## config.mk

```make
export PLATFORM = sky130hd
export DESIGN_NAME = sfcr_cmd_queue
export DESIGN_NICKNAME = d
export VERILOG_FILES = /design/src/hw/rtl/sfcr_pkg.sv /design/src/hw/rtl/sfcr_cmd_queue.sv
export SDC_FILE = /design/constraint.sdc
export NUM_CORES = 1
export LEC_CHECK = 0
export BUFFER_PORTS_ARGS = -buffer_cell sky130_fd_sc_hd__buf_4
export CORE_ASPECT_RATIO = 1.25
export CORE_MARGIN = 4
export CORE_UTILIZATION = 45
export CTS_BUF_LIST = sky130_fd_sc_hd__clkbuf_4 sky130_fd_sc_hd__clkbuf_8
export DETAILED_ROUTE_END_ITERATION = 16
export PLACE_DENSITY_LB_ADDON = 0.25
export SYNTH_ARGS = -nofsm -noshare
export SYNTH_HDL_FRONTEND = slang
export SYNTH_SLANG_ARGS = --single-unit
```

## constraint.sdc

```tcl
create_clock -name clk -period 3.3 [get_ports clk]
set_input_delay 0.495 -clock clk [delete_from_list [all_inputs] [get_ports clk]]
set_output_delay 0.495 -clock clk [all_outputs]
set_load 0.005 [all_outputs]
```

## src/hw/rtl/sfcr_pkg.sv

```systemverilog
// Shared types, constants and font tables for the scaled font character renderer.
`default_nettype none

package sfcr_pkg;

  localparam int PANEL_WIDTH  = 800;
  localparam int PANEL_HEIGHT = 480;
  localparam int ROW_BYTES    = (PANEL_WIDTH + 1) / 2;
  localparam int FB_BYTES     = ROW_BYTES * PANEL_HEIGHT;
  localparam int FB_AW        = $clog2(FB_BYTES);

  localparam int OPC_W    = 2;
  localparam int CHAR_W   = 8;
  localparam int COORD_W  = 12;
  localparam int COLOR_W  = 4;
  localparam int RADDR_W  = 18;
  localparam int DATA_W   = 8;
  localparam int SCALE_W  = 4;
  // pixel coordinate: input position plus up to 6*15+14 of glyph offset
  localparam int POS_W    = 14;

  localparam logic [SCALE_W-1:0] SCALE_RESET = 4'd6;

  localparam int GLYPH_COLS  = 5;
  localparam int GLYPH_ROWS  = 7;
  localparam int GLYPH_COUNT = 29;
  localparam int SLOT_W      = 5;
  localparam int COL_IDX_W   = $clog2(GLYPH_COLS);
  localparam int ROW_IDX_W   = $clog2(GLYPH_ROWS);

  localparam logic [SLOT_W-1:0] NO_GLYPH    = 5'd31;
  localparam logic [SLOT_W-1:0] SLOT_SPACE  = 5'd0;
  localparam logic [SLOT_W-1:0] SLOT_LPAREN = 5'd27;
  localparam logic [SLOT_W-1:0] SLOT_RPAREN = 5'd28;

  localparam logic [CHAR_W-1:0] CHAR_SPACE   = 8'd32;
  localparam logic [CHAR_W-1:0] CHAR_LPAREN  = 8'd40;
  localparam logic [CHAR_W-1:0] CHAR_RPAREN  = 8'd41;
  localparam logic [CHAR_W-1:0] CHAR_UPPER_A = 8'd65;
  localparam logic [CHAR_W-1:0] CHAR_UPPER_Z = 8'd90;
  localparam logic [CHAR_W-1:0] CHAR_LOWER_A = 8'd97;
  localparam logic [CHAR_W-1:0] CHAR_LOWER_Z = 8'd122;

  localparam logic [DATA_W-1:0] LO_NIBBLE = 8'h0F;
  localparam logic [DATA_W-1:0] HI_NIBBLE = 8'hF0;

  localparam int QUEUE_DEPTH = 2;
  localparam int QPTR_W      = (QUEUE_DEPTH > 1) ? $clog2(QUEUE_DEPTH) : 1;
  localparam int QCNT_W      = $clog2(QUEUE_DEPTH + 1);

  // columns of each glyph, bit 0 is the top row
  localparam logic [7:0] GLYPH_ROM [GLYPH_COUNT][GLYPH_COLS] = '{
    '{8'h00, 8'h00, 8'h00, 8'h00, 8'h00},
    '{8'h7C, 8'h12, 8'h11, 8'h12, 8'h7C},
    '{8'h7F, 8'h49, 8'h49, 8'h49, 8'h36},
    '{8'h3E, 8'h41, 8'h41, 8'h41, 8'h22},
    '{8'h7F, 8'h41, 8'h41, 8'h22, 8'h1C},
    '{8'h7F, 8'h49, 8'h49, 8'h49, 8'h41},
    '{8'h7F, 8'h09, 8'h09, 8'h09, 8'h01},
    '{8'h3E, 8'h41, 8'h49, 8'h49, 8'h7A},
    '{8'h7F, 8'h08, 8'h08, 8'h08, 8'h7F},
    '{8'h00, 8'h41, 8'h7F, 8'h41, 8'h00},
    '{8'h20, 8'h40, 8'h41, 8'h3F, 8'h01},
    '{8'h7F, 8'h08, 8'h14, 8'h22, 8'h41},
    '{8'h7F, 8'h40, 8'h40, 8'h40, 8'h40},
    '{8'h7F, 8'h02, 8'h0C, 8'h02, 8'h7F},
    '{8'h7F, 8'h04, 8'h08, 8'h10, 8'h7F},
    '{8'h3E, 8'h41, 8'h41, 8'h41, 8'h3E},
    '{8'h7F, 8'h09, 8'h09, 8'h09, 8'h06},
    '{8'h3E, 8'h41, 8'h51, 8'h21, 8'h5E},
    '{8'h7F, 8'h09, 8'h19, 8'h29, 8'h46},
    '{8'h46, 8'h49, 8'h49, 8'h49, 8'h31},
    '{8'h01, 8'h01, 8'h7F, 8'h01, 8'h01},
    '{8'h3F, 8'h40, 8'h40, 8'h40, 8'h3F},
    '{8'h1F, 8'h20, 8'h40, 8'h20, 8'h1F},
    '{8'h3F, 8'h40, 8'h38, 8'h40, 8'h3F},
    '{8'h63, 8'h14, 8'h08, 8'h14, 8'h63},
    '{8'h07, 8'h08, 8'h70, 8'h08, 8'h07},
    '{8'h61, 8'h51, 8'h49, 8'h45, 8'h43},
    '{8'h00, 8'h1C, 8'h22, 8'h41, 8'h00},
    '{8'h00, 8'h41, 8'h22, 8'h1C, 8'h00}
  };

  typedef enum logic [OPC_W-1:0] {
    OP_CLEAR = 2'd0,
    OP_DRAW  = 2'd1,
    OP_READ  = 2'd2,
    OP_NONE  = 2'd3
  } op_t;

  typedef enum logic [2:0] {
    ST_IDLE,
    ST_CLEAR,
    ST_BIT,
    ST_PIX_RD,
    ST_PIX_WR,
    ST_READ,
    ST_RESULT
  } state_t;

  // classified command handed from front to back
  typedef struct packed {
    op_t                       op;
    logic [SLOT_W-1:0]         slot;
    logic signed [COORD_W-1:0] x;
    logic signed [COORD_W-1:0] y;
    logic [COLOR_W-1:0]        color;
    logic [FB_AW-1:0]          addr;
    logic [SCALE_W-1:0]        scale;
  } cmd_t;

  function automatic logic [SLOT_W-1:0] glyph_slot(input logic [CHAR_W-1:0] code);
    logic [SLOT_W-1:0] slot;
    slot = NO_GLYPH;
    if (code == CHAR_SPACE) begin
      slot = SLOT_SPACE;
    end else if (code >= CHAR_UPPER_A && code <= CHAR_UPPER_Z) begin
      slot = SLOT_W'(code - CHAR_UPPER_A + 8'd1);
    end else if (code >= CHAR_LOWER_A && code <= CHAR_LOWER_Z) begin
      slot = SLOT_W'(code - CHAR_LOWER_A + 8'd1);
    end else if (code == CHAR_LPAREN) begin
      slot = SLOT_LPAREN;
    end else if (code == CHAR_RPAREN) begin
      slot = SLOT_RPAREN;
    end
    return slot;
  endfunction

  function automatic logic [GLYPH_ROWS-1:0] glyph_col(input logic [SLOT_W-1:0] slot,
                                                      input logic [COL_IDX_W-1:0] col);
    logic [GLYPH_ROWS-1:0] bits;
    bits = '0;
    if (slot < GLYPH_COUNT && col < GLYPH_COLS) begin
      bits = GLYPH_ROM[slot][col][GLYPH_ROWS-1:0];
    end
    return bits;
  endfunction

endpackage

`default_nettype wire

```

## src/hw/rtl/sfcr_cmd_queue.sv

```systemverilog
// Short command queue between the front end and the render engine.
`default_nettype none

module sfcr_cmd_queue
  import sfcr_pkg::*;
(
  input  wire logic clk,
  input  wire logic rst_n,
  input  wire logic push,
  input  cmd_t      push_cmd,
  output logic      full,
  input  wire logic pop,
  output logic      q_valid,
  output cmd_t      head_cmd
);

  cmd_t              entry_r [QUEUE_DEPTH];
  logic [QPTR_W-1:0] wr_ptr_r, wr_ptr_nxt;
  logic [QPTR_W-1:0] rd_ptr_r, rd_ptr_nxt;
  logic [QCNT_W-1:0] count_r, count_nxt;

  function automatic logic [QPTR_W-1:0] bump(input logic [QPTR_W-1:0] p);
    return (p == QPTR_W'(QUEUE_DEPTH - 1)) ? '0 : p + 1'b1;
  endfunction

  assign full     = (count_r == QCNT_W'(QUEUE_DEPTH));
  assign q_valid  = (count_r != '0);
  assign head_cmd = entry_r[rd_ptr_r];

  always_comb begin
    wr_ptr_nxt = push ? bump(wr_ptr_r) : wr_ptr_r;
    rd_ptr_nxt = pop ? bump(rd_ptr_r) : rd_ptr_r;
    count_nxt  = count_r;
    if (push && !pop) count_nxt = count_r + 1'b1;
    else if (pop && !push) count_nxt = count_r - 1'b1;
  end

  always_ff @(posedge clk) begin
    if (!rst_n) begin
      wr_ptr_r <= '0;
      rd_ptr_r <= '0;
      count_r  <= '0;
    end else begin
      wr_ptr_r <= wr_ptr_nxt;
      rd_ptr_r <= rd_ptr_nxt;
      count_r  <= count_nxt;
    end
  end

  always_ff @(posedge clk) begin
    if (push) entry_r[wr_ptr_r] <= push_cmd;
  end

  a_no_overflow: assert property (@(posedge clk) disable iff (!rst_n)
    full |-> !push) else $error("push into full queue");
  a_no_underflow: assert property (@(posedge clk) disable iff (!rst_n)
    !q_valid |-> !pop) else $error("pop from empty queue");
  a_count_range: assert property (@(posedge clk) disable iff (!rst_n)
    count_r <= QCNT_W'(QUEUE_DEPTH)) else $error("queue count out of range");

endmodule

`default_nettype wire

```

==> run metrics <==
result of the run completed; CP Cell Sequence buf_12 -> mux2_2 -> buf_4; WL met1 2700 µm; maximum net fanout on the critical path 32; final hold viol count 0; proportion of power drawn by the clock network 35.6%; R2R setup slack 1.67 ns; fraction of the yosys area taken by sequential cells 81.2%; chip width 95.8 µm; count of placed standard cells in the final layout, fillers left out 470; max-cap violation count 0; Top Family by Delay on Critical Path flip-flops; Syn Std Cell Area 4340 µm²; IO Count 120; Worst Path Class, Setup reg -> out; Area Overhead vs Synth 32.7%; syn nets 261; drt wl/cell 16.4 µm; final clock period utilization by the worst path 74.8%; antenna cell count 0; vias after detailed routing 2,243; Final nets 396; Reg power frac 53.5%; standby leakage power 2.18 nW; min-delay worst type in -> reg; final critical path time including I/O delays and setup 2.47 ns; routed wire length 7690 µm; data arrival time of the critical path 1.97 ns; Worst-Margin Slew 0.793 ns; number of H-tree levels 4; Layout Skew 0.00848 ns; via count of the first global-routing pass 2,453; data required time of the worst path 2.80 ns; Setup Fix Bufs, Post-CTS 0; share of final-layout standard cells stronger than drive strength 1 62.2%; Gate Count Post-Synth 199; FF+latch count, synth 119; detailed-route DRC error count 0; sequential cell area 3520 µm²; wire length of the first global-routing pass 12,200 µm; leading area contributor after synthesis edfxtp_1; unrepaired setup endpoints after global routing no; kind of start point of the critical path register; highest routed layer met4; switching share of total power 20.4%; Routed met3 length 658 µm; portion of synthesized cell area occupied by the leading cell type 78.9%; CP max-delay cell dfxtp_2; number of buffers inserted by port buffering 119; Starting Density 46.8%; number of antenna violations at the first check in global routing 0; drt first-iter violations 128; GP Congestion 0.672; Worst path max stage delay 0.75 ns; Max VDD drop 0.302 mV; Yosys cell types 18; clock latency at the later pin of the worst-skew pair 0.42 ns; cts bufs inserted 17; internal power 2.64 mW; Clock Tree Root clkbuf_8; cts repair resizes 0; area used by multi-input combinational logic 768 µm²; die height 118 µm; Final Max Tran Viols 0; TritonCTS clock tree built; endpoint type of the worst setup path primary output; total setup violations reported at the end of the flow 0; synth top area cells edfxtp_1 (79%), mux2_2 (15%), dfxtp_1 (2.3%), buf_6 (0.78%), and2_1 (0.58%); peak clock frequency supported by timing 405 MHz; pin count of the biggest net entering global routing 59; die area 11,300 µm²; final-layout setup total negative slack 0 ns; total number of clock tree sinks 119; Detail Route met2 WL 4260 µm; hpwl dp 4970 µm; count of placed standard cells including taps 438; switching power summed over all nets 0.676 mW; number of warnings reported in the yosys synthesis log 0; Rel. slew slack 47.2%; Worst Setup Slack, final 0.832 ns; Buf+Inv Stages, Crit Path 2; filler cell count 707; Pre-Repair DR Iteration Count 4; smallest hold slack 0.260 ns; total global routing overflow 0; Core Rows 39; Post-Place Setup Slack 1.22 ns; average cell area after synthesis 21.8 µm²; floorplan core area 9270 µm²; fraction of power consumed by combinational cells 10.9%; post-detailed-route count of antenna-violating nets 0; hold-fix buffer count after cts 0; total global routing track utilization 15.0%; detail-routed via count per cell 4.77; worst-case clock buffer depth 2; Power per Cell Area 577 nW/µm²; register clock-pin slew on the reported worst setup and hold paths 0.07 ns
## per-layer routing
metal	up-vias	GRT usage, %
met5	-	0
met4	0	5.87
met3	6	7.61
met2	77	25.1
met1	1107	15.7
li1	1053	-
## metrics by stage
step | util, % | instance area (µm²) | power, mW
global route | 62.1 | 5750 | 3.47
finish | 62.1 | 5750 | 3.32
detailed placement | 58.2 | 5390 | 2.18
floorplan | - | 4340 | 1.96
CTS | 62.1 | 5750 | 3.36
global placement | 58.2 | 5390 | 2.17
## worst paths after layout
path	startpoint	to	depth (start not counted)
max	register	head_cmd[23]	3
min	push_cmd[15]	entry_r[0][15]	1
max reg2reg	wr_ptr_r	entry_r[1][49]	2
min reg2reg	count_r[1]	count_r[1]	2
## power by group through the flow
stage,sequential [mW],combinational [mW],clock (mW)
after floorplan,1.79,0.172,0
after global placement,1.81,0.366,0
after detailed placement,1.81,0.369,0
after CTS,1.78,0.371,1.21
after global routing,1.79,0.396,1.29
final,1.78,0.362,1.18
## logic make-up (layout without fill, tap and decap cells)
kind of cell	count (synthesis)	after routing	synth area share, %
adders and majority gates	1	1	0.288
muxes	57	57	14.8
DFF	119	119	81.2
xor gates and xnor gates	3	3	0.606
AOI/OAI and AO/OA	3	3	0.462
and+or+nand+nor	9	9	1.36
buffers and inverters	7	155	1.27
## final cells by class
type	count	area share [%]
timing repair buffer	122	16.4
clock buffer	26	5.35
clock inverter	6	0.957
multi-input combinational	73	13.4
sequential	119	61.3
inverter	1	0.0652
tap	123	2.67
## sequential cells by signal, indices dropped and copies added, names as in the netlist, named ones only
register  flops
entry_r     114
rd_ptr_r      1
count_r       2
wr_ptr_r      1
## placed cells by master (no fill, tap or decap), types with 2 or more instances in the layout
cell type,instances
clkbuf_8,18
dfxtp_1,4
xor2_1,2
mux2_2,57
buf_12,2
edfxtp_1,114
and2_1,3
buf_4,120
clkinv_2,5
clkbuf_4,8
## cells in the mapped netlist (all sizes together)
cell type	n
inv	1
mux2	57
a21boi	1
edfxtp	114
or2	1
and2	4
o21a	1
xor2	2
xnor2	1
nor2b	2
and2b	1
ha	1
or3	1
o21ai	1
buf	6
dfxtp	5
Power figures use the tool's default switching activity.
