<file path="src/hw/rtl/sfcr_pkg.sv">
// Shared types, constants and font tables for the scaled font character renderer.
`default_nettype none

package sfcr_pkg;

  localparam int PANEL_WIDTH  = 800;
  localparam int PANEL_HEIGHT = 480;
  localparam int ROW_BYTES    = (PANEL_WIDTH + 1) / 2;
  localparam int FB_BYTES     = ROW_BYTES * PANEL_HEIGHT;
  localparam int FB_AW        = $clog2(FB_BYTES);

  localparam int OPC_W    = 2;
  localparam int CHAR_W   = 8;
  localparam int COORD_W  = 12;
  localparam int COLOR_W  = 4;
  localparam int RADDR_W  = 18;
  localparam int DATA_W   = 8;
  localparam int SCALE_W  = 4;
  // pixel coordinate: input position plus up to 6*15+14 of glyph offset
  localparam int POS_W    = 14;

  localparam logic [SCALE_W-1:0] SCALE_RESET = 4'd6;

  localparam int GLYPH_COLS  = 5;
  localparam int GLYPH_ROWS  = 7;
  localparam int GLYPH_COUNT = 29;
  localparam int SLOT_W      = 5;
  localparam int COL_IDX_W   = $clog2(GLYPH_COLS);
  localparam int ROW_IDX_W   = $clog2(GLYPH_ROWS);

  localparam logic [SLOT_W-1:0] NO_GLYPH    = 5'd31;
  localparam logic [SLOT_W-1:0] SLOT_SPACE  = 5'd0;
  localparam logic [SLOT_W-1:0] SLOT_LPAREN = 5'd27;
  localparam logic [SLOT_W-1:0] SLOT_RPAREN = 5'd28;

  localparam logic [CHAR_W-1:0] CHAR_SPACE   = 8'd32;
  localparam logic [CHAR_W-1:0] CHAR_LPAREN  = 8'd40;
  localparam logic [CHAR_W-1:0] CHAR_RPAREN  = 8'd41;
  localparam logic [CHAR_W-1:0] CHAR_UPPER_A = 8'd65;
  localparam logic [CHAR_W-1:0] CHAR_UPPER_Z = 8'd90;
  localparam logic [CHAR_W-1:0] CHAR_LOWER_A = 8'd97;
  localparam logic [CHAR_W-1:0] CHAR_LOWER_Z = 8'd122;

  localparam logic [DATA_W-1:0] LO_NIBBLE = 8'h0F;
  localparam logic [DATA_W-1:0] HI_NIBBLE = 8'hF0;

  localparam int QUEUE_DEPTH = 2;
  localparam int QPTR_W      = (QUEUE_DEPTH > 1) ? $clog2(QUEUE_DEPTH) : 1;
  localparam int QCNT_W      = $clog2(QUEUE_DEPTH + 1);

  // columns of each glyph, bit 0 is the top row
  localparam logic [7:0] GLYPH_ROM [GLYPH_COUNT][GLYPH_COLS] = '{
    '{8'h00, 8'h00, 8'h00, 8'h00, 8'h00},
    '{8'h7C, 8'h12, 8'h11, 8'h12, 8'h7C},
    '{8'h7F, 8'h49, 8'h49, 8'h49, 8'h36},
    '{8'h3E, 8'h41, 8'h41, 8'h41, 8'h22},
    '{8'h7F, 8'h41, 8'h41, 8'h22, 8'h1C},
    '{8'h7F, 8'h49, 8'h49, 8'h49, 8'h41},
    '{8'h7F, 8'h09, 8'h09, 8'h09, 8'h01},
    '{8'h3E, 8'h41, 8'h49, 8'h49, 8'h7A},
    '{8'h7F, 8'h08, 8'h08, 8'h08, 8'h7F},
    '{8'h00, 8'h41, 8'h7F, 8'h41, 8'h00},
    '{8'h20, 8'h40, 8'h41, 8'h3F, 8'h01},
    '{8'h7F, 8'h08, 8'h14, 8'h22, 8'h41},
    '{8'h7F, 8'h40, 8'h40, 8'h40, 8'h40},
    '{8'h7F, 8'h02, 8'h0C, 8'h02, 8'h7F},
    '{8'h7F, 8'h04, 8'h08, 8'h10, 8'h7F},
    '{8'h3E, 8'h41, 8'h41, 8'h41, 8'h3E},
    '{8'h7F, 8'h09, 8'h09, 8'h09, 8'h06},
    '{8'h3E, 8'h41, 8'h51, 8'h21, 8'h5E},
    '{8'h7F, 8'h09, 8'h19, 8'h29, 8'h46},
    '{8'h46, 8'h49, 8'h49, 8'h49, 8'h31},
    '{8'h01, 8'h01, 8'h7F, 8'h01, 8'h01},
    '{8'h3F, 8'h40, 8'h40, 8'h40, 8'h3F},
    '{8'h1F, 8'h20, 8'h40, 8'h20, 8'h1F},
    '{8'h3F, 8'h40, 8'h38, 8'h40, 8'h3F},
    '{8'h63, 8'h14, 8'h08, 8'h14, 8'h63},
    '{8'h07, 8'h08, 8'h70, 8'h08, 8'h07},
    '{8'h61, 8'h51, 8'h49, 8'h45, 8'h43},
    '{8'h00, 8'h1C, 8'h22, 8'h41, 8'h00},
    '{8'h00, 8'h41, 8'h22, 8'h1C, 8'h00}
  };

  typedef enum logic [OPC_W-1:0] {
    OP_CLEAR = 2'd0,
    OP_DRAW  = 2'd1,
    OP_READ  = 2'd2,
    OP_NONE  = 2'd3
  } op_t;

  typedef enum logic [2:0] {
    ST_IDLE,
    ST_CLEAR,
    ST_BIT,
    ST_PIX_RD,
    ST_PIX_WR,
    ST_READ,
    ST_RESULT
  } state_t;

  // classified command handed from front to back
  typedef struct packed {
    op_t                       op;
    logic [SLOT_W-1:0]         slot;
    logic signed [COORD_W-1:0] x;
    logic signed [COORD_W-1:0] y;
    logic [COLOR_W-1:0]        color;
    logic [FB_AW-1:0]          addr;
    logic [SCALE_W-1:0]        scale;
  } cmd_t;

  function automatic logic [SLOT_W-1:0] glyph_slot(input logic [CHAR_W-1:0] code);
    logic [SLOT_W-1:0] slot;
    slot = NO_GLYPH;
    if (code == CHAR_SPACE) begin
      slot = SLOT_SPACE;
    end else if (code >= CHAR_UPPER_A && code <= CHAR_UPPER_Z) begin
      slot = SLOT_W'(code - CHAR_UPPER_A + 8'd1);
    end else if (code >= CHAR_LOWER_A && code <= CHAR_LOWER_Z) begin
      slot = SLOT_W'(code - CHAR_LOWER_A + 8'd1);
    end else if (code == CHAR_LPAREN) begin
      slot = SLOT_LPAREN;
    end else if (code == CHAR_RPAREN) begin
      slot = SLOT_RPAREN;
    end
    return slot;
  endfunction

  function automatic logic [GLYPH_ROWS-1:0] glyph_col(input logic [SLOT_W-1:0] slot,
                                                      input logic [COL_IDX_W-1:0] col);
    logic [GLYPH_ROWS-1:0] bits;
    bits = '0;
    if (slot < GLYPH_COUNT && col < GLYPH_COLS) begin
      bits = GLYPH_ROM[slot][col][GLYPH_ROWS-1:0];
    end
    return bits;
  endfunction

endpackage

`default_nettype wire

</file>
<file path="src/hw/rtl/sfcr_front.sv">
// Front end: takes items, holds the scale register and classifies each command.
`default_nettype none

module sfcr_front
  import sfcr_pkg::*;
(
  input  wire logic                      clk,
  input  wire logic                      rst_n,
  input  wire logic                      cfg_wr_en,
  input  wire logic [SCALE_W-1:0]        cfg_wr_data,
  input  wire logic                      in_valid,
  output logic                           in_stall,
  input  wire logic [OPC_W-1:0]          in_opcode,
  input  wire logic [CHAR_W-1:0]         in_char_code,
  input  wire logic signed [COORD_W-1:0] in_x_pos,
  input  wire logic signed [COORD_W-1:0] in_y_pos,
  input  wire logic [COLOR_W-1:0]        in_color,
  input  wire logic [RADDR_W-1:0]        in_read_address,
  input  wire logic                      q_full,
  output logic                           q_push,
  output cmd_t                           q_cmd
);

  logic [SCALE_W-1:0] scale_r;
  logic [SCALE_W-1:0] scale_nxt;
  logic [SLOT_W-1:0]  slot;

  always_comb begin
    scale_nxt = scale_r;
    if (cfg_wr_en) scale_nxt = cfg_wr_data;
  end

  always_ff @(posedge clk) begin
    if (!rst_n) begin
      scale_r <= SCALE_RESET;
    end else begin
      scale_r <= scale_nxt;
    end
  end

  assign slot     = glyph_slot(in_char_code);
  assign in_stall = q_full;
  assign q_push   = in_valid && !q_full;

  // draws with no glyph or zero scale and out-of-range reads reduce to a plain zero result
  always_comb begin
    q_cmd       = '0;
    q_cmd.slot  = slot;
    q_cmd.x     = in_x_pos;
    q_cmd.y     = in_y_pos;
    q_cmd.color = in_color;
    q_cmd.addr  = FB_AW'(in_read_address);
    q_cmd.scale = scale_r;
    unique case (op_t'(in_opcode))
      OP_CLEAR: q_cmd.op = OP_CLEAR;
      OP_DRAW:  q_cmd.op = (slot != NO_GLYPH && scale_r != '0) ? OP_DRAW : OP_NONE;
      OP_READ:  q_cmd.op = (in_read_address < FB_BYTES) ? OP_READ : OP_NONE;
      OP_NONE:  q_cmd.op = OP_NONE;
    endcase
  end

endmodule

`default_nettype wire

</file>
<file path="config.mk">
export PLATFORM = sky130hd
export DESIGN_NAME = sfcr_front
export DESIGN_NICKNAME = d
export VERILOG_FILES = /design/src/hw/rtl/sfcr_pkg.sv /design/src/hw/rtl/sfcr_front.sv
export SDC_FILE = /design/constraint.sdc
export NUM_CORES = 1
export LEC_CHECK = 0
export ABC_CLOCK_PERIOD_IN_PS = 3200
export BUFFER_PORTS_ARGS = -buffer_cell sky130_fd_sc_hd__buf_4
export CAP_MARGIN = 20
export CORE_UTILIZATION = 30
export DETAILED_ROUTE_END_ITERATION = 6
export PLACE_DENSITY = 0.87
export SLEW_MARGIN = 25
export SYNTH_ARGS = -nofsm -noshare
export SYNTH_HDL_FRONTEND = slang
export SYNTH_SLANG_ARGS = --single-unit
</file>
<file path="constraint.sdc">
create_clock -name clk -period 3.2 [get_ports clk]
set_input_delay 0.32 -clock clk [delete_from_list [all_inputs] [get_ports clk]]
set_output_delay 0.32 -clock clk [all_outputs]
set_load 0.05 [all_outputs]
</file>
==> flow_summary_export.csv <==
group,metric,value,unit
clock_tree,cts_resized,0,
timing,worst_slew_margin_rel,0.725,
yosys,post_synth_inst_count,90,
setup_path,cells_along_the_critical_path,"buf_4 > or4_4 > mux2i_1 > or3_1 > buf_4",
global_route,track_usage,0.106,
timing,tightestPinTransition,409,ps
timing,skew,0,ps
die,rows,17,
run,drv_cap,0,
yosys,post_synth_num_cell_types,22,
setup_path,crit_path_top_delay_cell,"or4_4",
yosys,synth_area_per_cell,8.12,µm²
routing,postRouteAntennaNets,0,
placement,dpl-instance-area,777,µm²
layout,fraction_of_final_layout_cells_with_drive_strength_greater_than_1,0.596,
placement,port_buffers,49,
setup_path,top_delay_family_on_crit_path,"simple AND/OR/NAND/NOR gates",
timing,timing.final.crit_share,0.627,
timing,rsz_0062_raised_after_global_routing,"no",
setup_path,critical_path.startpoint_type,"input pin",
global_route,pin_count_of_the_biggest_net_entering_global_routing,7,
setup_path,rr_endpoint,"scale_r[0]",
timing,fin_crit,2010,ps
setup_path,category_of_the_worst_setup_path_capture_point,"output pin",
clock_tree,cts-buffers-inserted,3,
global_route,first_pass_grt_wire_length,2090,µm
layout,biggestRegsByFlops,"scale_r x4",
clock_tree,clockRootBuffer,"clkbuf_4",
timing,final-hold-violation-count,0,
timing,final-max-slew-violation-count,0,
power,power_per_cell_area,315,mW/mm²
die,io_pins,124,
die,initial_core_util,0.324,
setup_path,timing.reg2reg.setup_slack,2520,ps
layout,flow.area_growth_from_synthesis,9.42,%
min_path,holdCritStartpoint,"rst_n",
clock_tree,cts.reportedPaths.clkPinSlew,40,ps
yosys,syn_area,731,µm²
die,die_y,51.4,µm
yosys,yosysWarningCount,0,
setup_path,critPathMostFrequentCell,"buf_4",
timing,holdWs,263,ps
global_route,first_global_vias,546,
status,status,"completed",
placement,place_hpwl,1310,µm
die,core-area,0.00225,mm²
power,power.leakage,0.000374,µW
setup_path,crit_arrival,1690,ps
routing,drt_pre_antenna_iters,4,
clock_tree,clock_sink_count,4,
min_path,timing.hold.worst_endpoint,"scale_r[1]",
clock_tree,cts.path.max_buffers,2,
yosys,portion_of_the_post_synthesis_area_used_by_sequential_elements,0.110,
clock_tree,cts_tree,"yes",
setup_path,timing.critical_path.required,2880,ps
min_path,hold_path_depth,2,
setup_path,critical_path.reg2reg.startpoint,"scale_r[0]",
setup_path,reg2reg_depth,2,
routing,wire_per_inst,13.2,µm
setup_path,worstSetupPathType,"input pin to output pin",
setup_path,cp_num_buf_inv,2,
power,max-vdd-ir-drop,0.000134,V
layout,largest_reg_flops,4,
die,die-width,51.4,µm
clock_tree,cts-htree-levels,1,
layout,max_flop_register,"scale_r",
routing,drt-total-wl,1610,µm
routing,drt_first_iter_violations,2,
clock_tree,clkLatencyLatePin,230,ps
global_route,antenna_found_initial,0,
yosys,synth-seq-cells,4,
layout,fin_area,800,µm²
setup_path,cp_slowest_stage_delay,570,ps
setup_path,critical_path_peak_fanout,6,
layout,nNetsFinal,161,
routing,route.vias.total,596,
timing,report.final.setup_viol,0,
clock_tree,holdBufCountCts,0,
timing,fmax,498,MHz
min_path,worst_hold_path_type,"input pin to flop",
clock_tree,post_cts_setup_bufs,0,
routing,detail_route.vias_per_cell,4.89,
die,die_area,0.00264,mm²
global_route,grt_remaining_overflow,0,
layout,antenna_cells,0,
placement,gp_congestion,0.767,
routing,drt_drc_violations_left,0,
timing,setup_tns,0,ps
yosys,synth.net_count,155,
layout,final_util,0.355,
[worst max path at each step]
stage	slack, ps	cells past startpoint	endpoint	start
after global placement	1220	5	q_cmd[54]	in_char_code[0]
after global routing	1150	5	q_cmd[54]	in_char_code[0]
after CTS	1210	5	q_cmd[54]	in_char_code[0]
after detailed placement	1210	5	q_cmd[54]	in_char_code[0]
final	1190	5	q_cmd[54]	in_char_code[0]
after floorplan	1340	3	q_cmd[54]	in_char_code[0]
[cells in the mapped netlist]
library cell	instances	area share
o21bai_1	1	0.010
or3_1	2	0.017
dfxtp_1	4	0.11
a21oi_1	1	0.0068
nor4_1	2	0.017
buf_4	47	0.48
a31o_1	1	0.012
nor2b_1	6	0.051
or4_4	1	0.015
nand2_1	4	0.021
nor4_2	1	0.017
o21a_1	2	0.021
o221ai_1	1	0.012
or2b_1	1	0.010
xnor2_1	1	0.012
a31oi_1	1	0.0086
clkbuf_1	1	0.0051
o221ai_4	1	0.036
a31o_2	1	0.012
nand3_1	3	0.021
mux2i_1	6	0.082
a21o_1	2	0.021
[cell families after synthesis]
logic type	count (synthesis)	synth area share
xor gates and xnor gates	1	0.0120
DFF	4	0.110
buffers and inverters	48	0.488
muxes	6	0.0822
and+or+nand+nor	20	0.170
AOI/OAI and AO/OA	11	0.139
[cell type report]
type	count	area [µm²]
multi-input combinational	38	294
clock buffer	3	22.5
timing repair buffer	49	368
tap	28	35.0
sequential	4	80.1
fill	238	1460
[placed cells by master (no fill, tap or decap), drive strengths merged]
master	netlist	layout
a31oi	1	1
or4	1	1
o221ai	2	2
or2b	1	1
dfxtp	4	4
o21bai	1	1
clkbuf	1	3
buf	47	49
nand2	4	4
mux2i	6	6
nand3	3	3
or3	2	2
nor4	3	3
o21a	2	2
nor2b	6	6
a21o	2	2
a31o	2	2
a21oi	1	1
xnor2	1	1
[metrics by stage]
step	setup WS, ps	power [µW]	cells
floorplan	1340	266	90
global placement	1220	189	119
detailed placement	1210	192	119
CTS	1210	256	122
global route	1150	265	122
finish	1190	252	122
[report_power, final]
part | internal (µW) | switching [µW] | leakage (µW)
Clock | 41.9 | 20.0 | 0.0000138
Combinational | 53.1 | 81.4 | 0.000327
Sequential | 53.2 | 2.38 | 0.0000331
Total | 148 | 104 | 0.000374
[metal layers]
metal,share of wire,vias to the layer above,track usage
met3,0.13,8,0.0268
li1,-,270,-
met1,0.33,254,0.0883
met2,0.53,64,0.211
met5,0,-,0
met4,0.010,0,0.0766
Power figures use the tool's default switching activity.
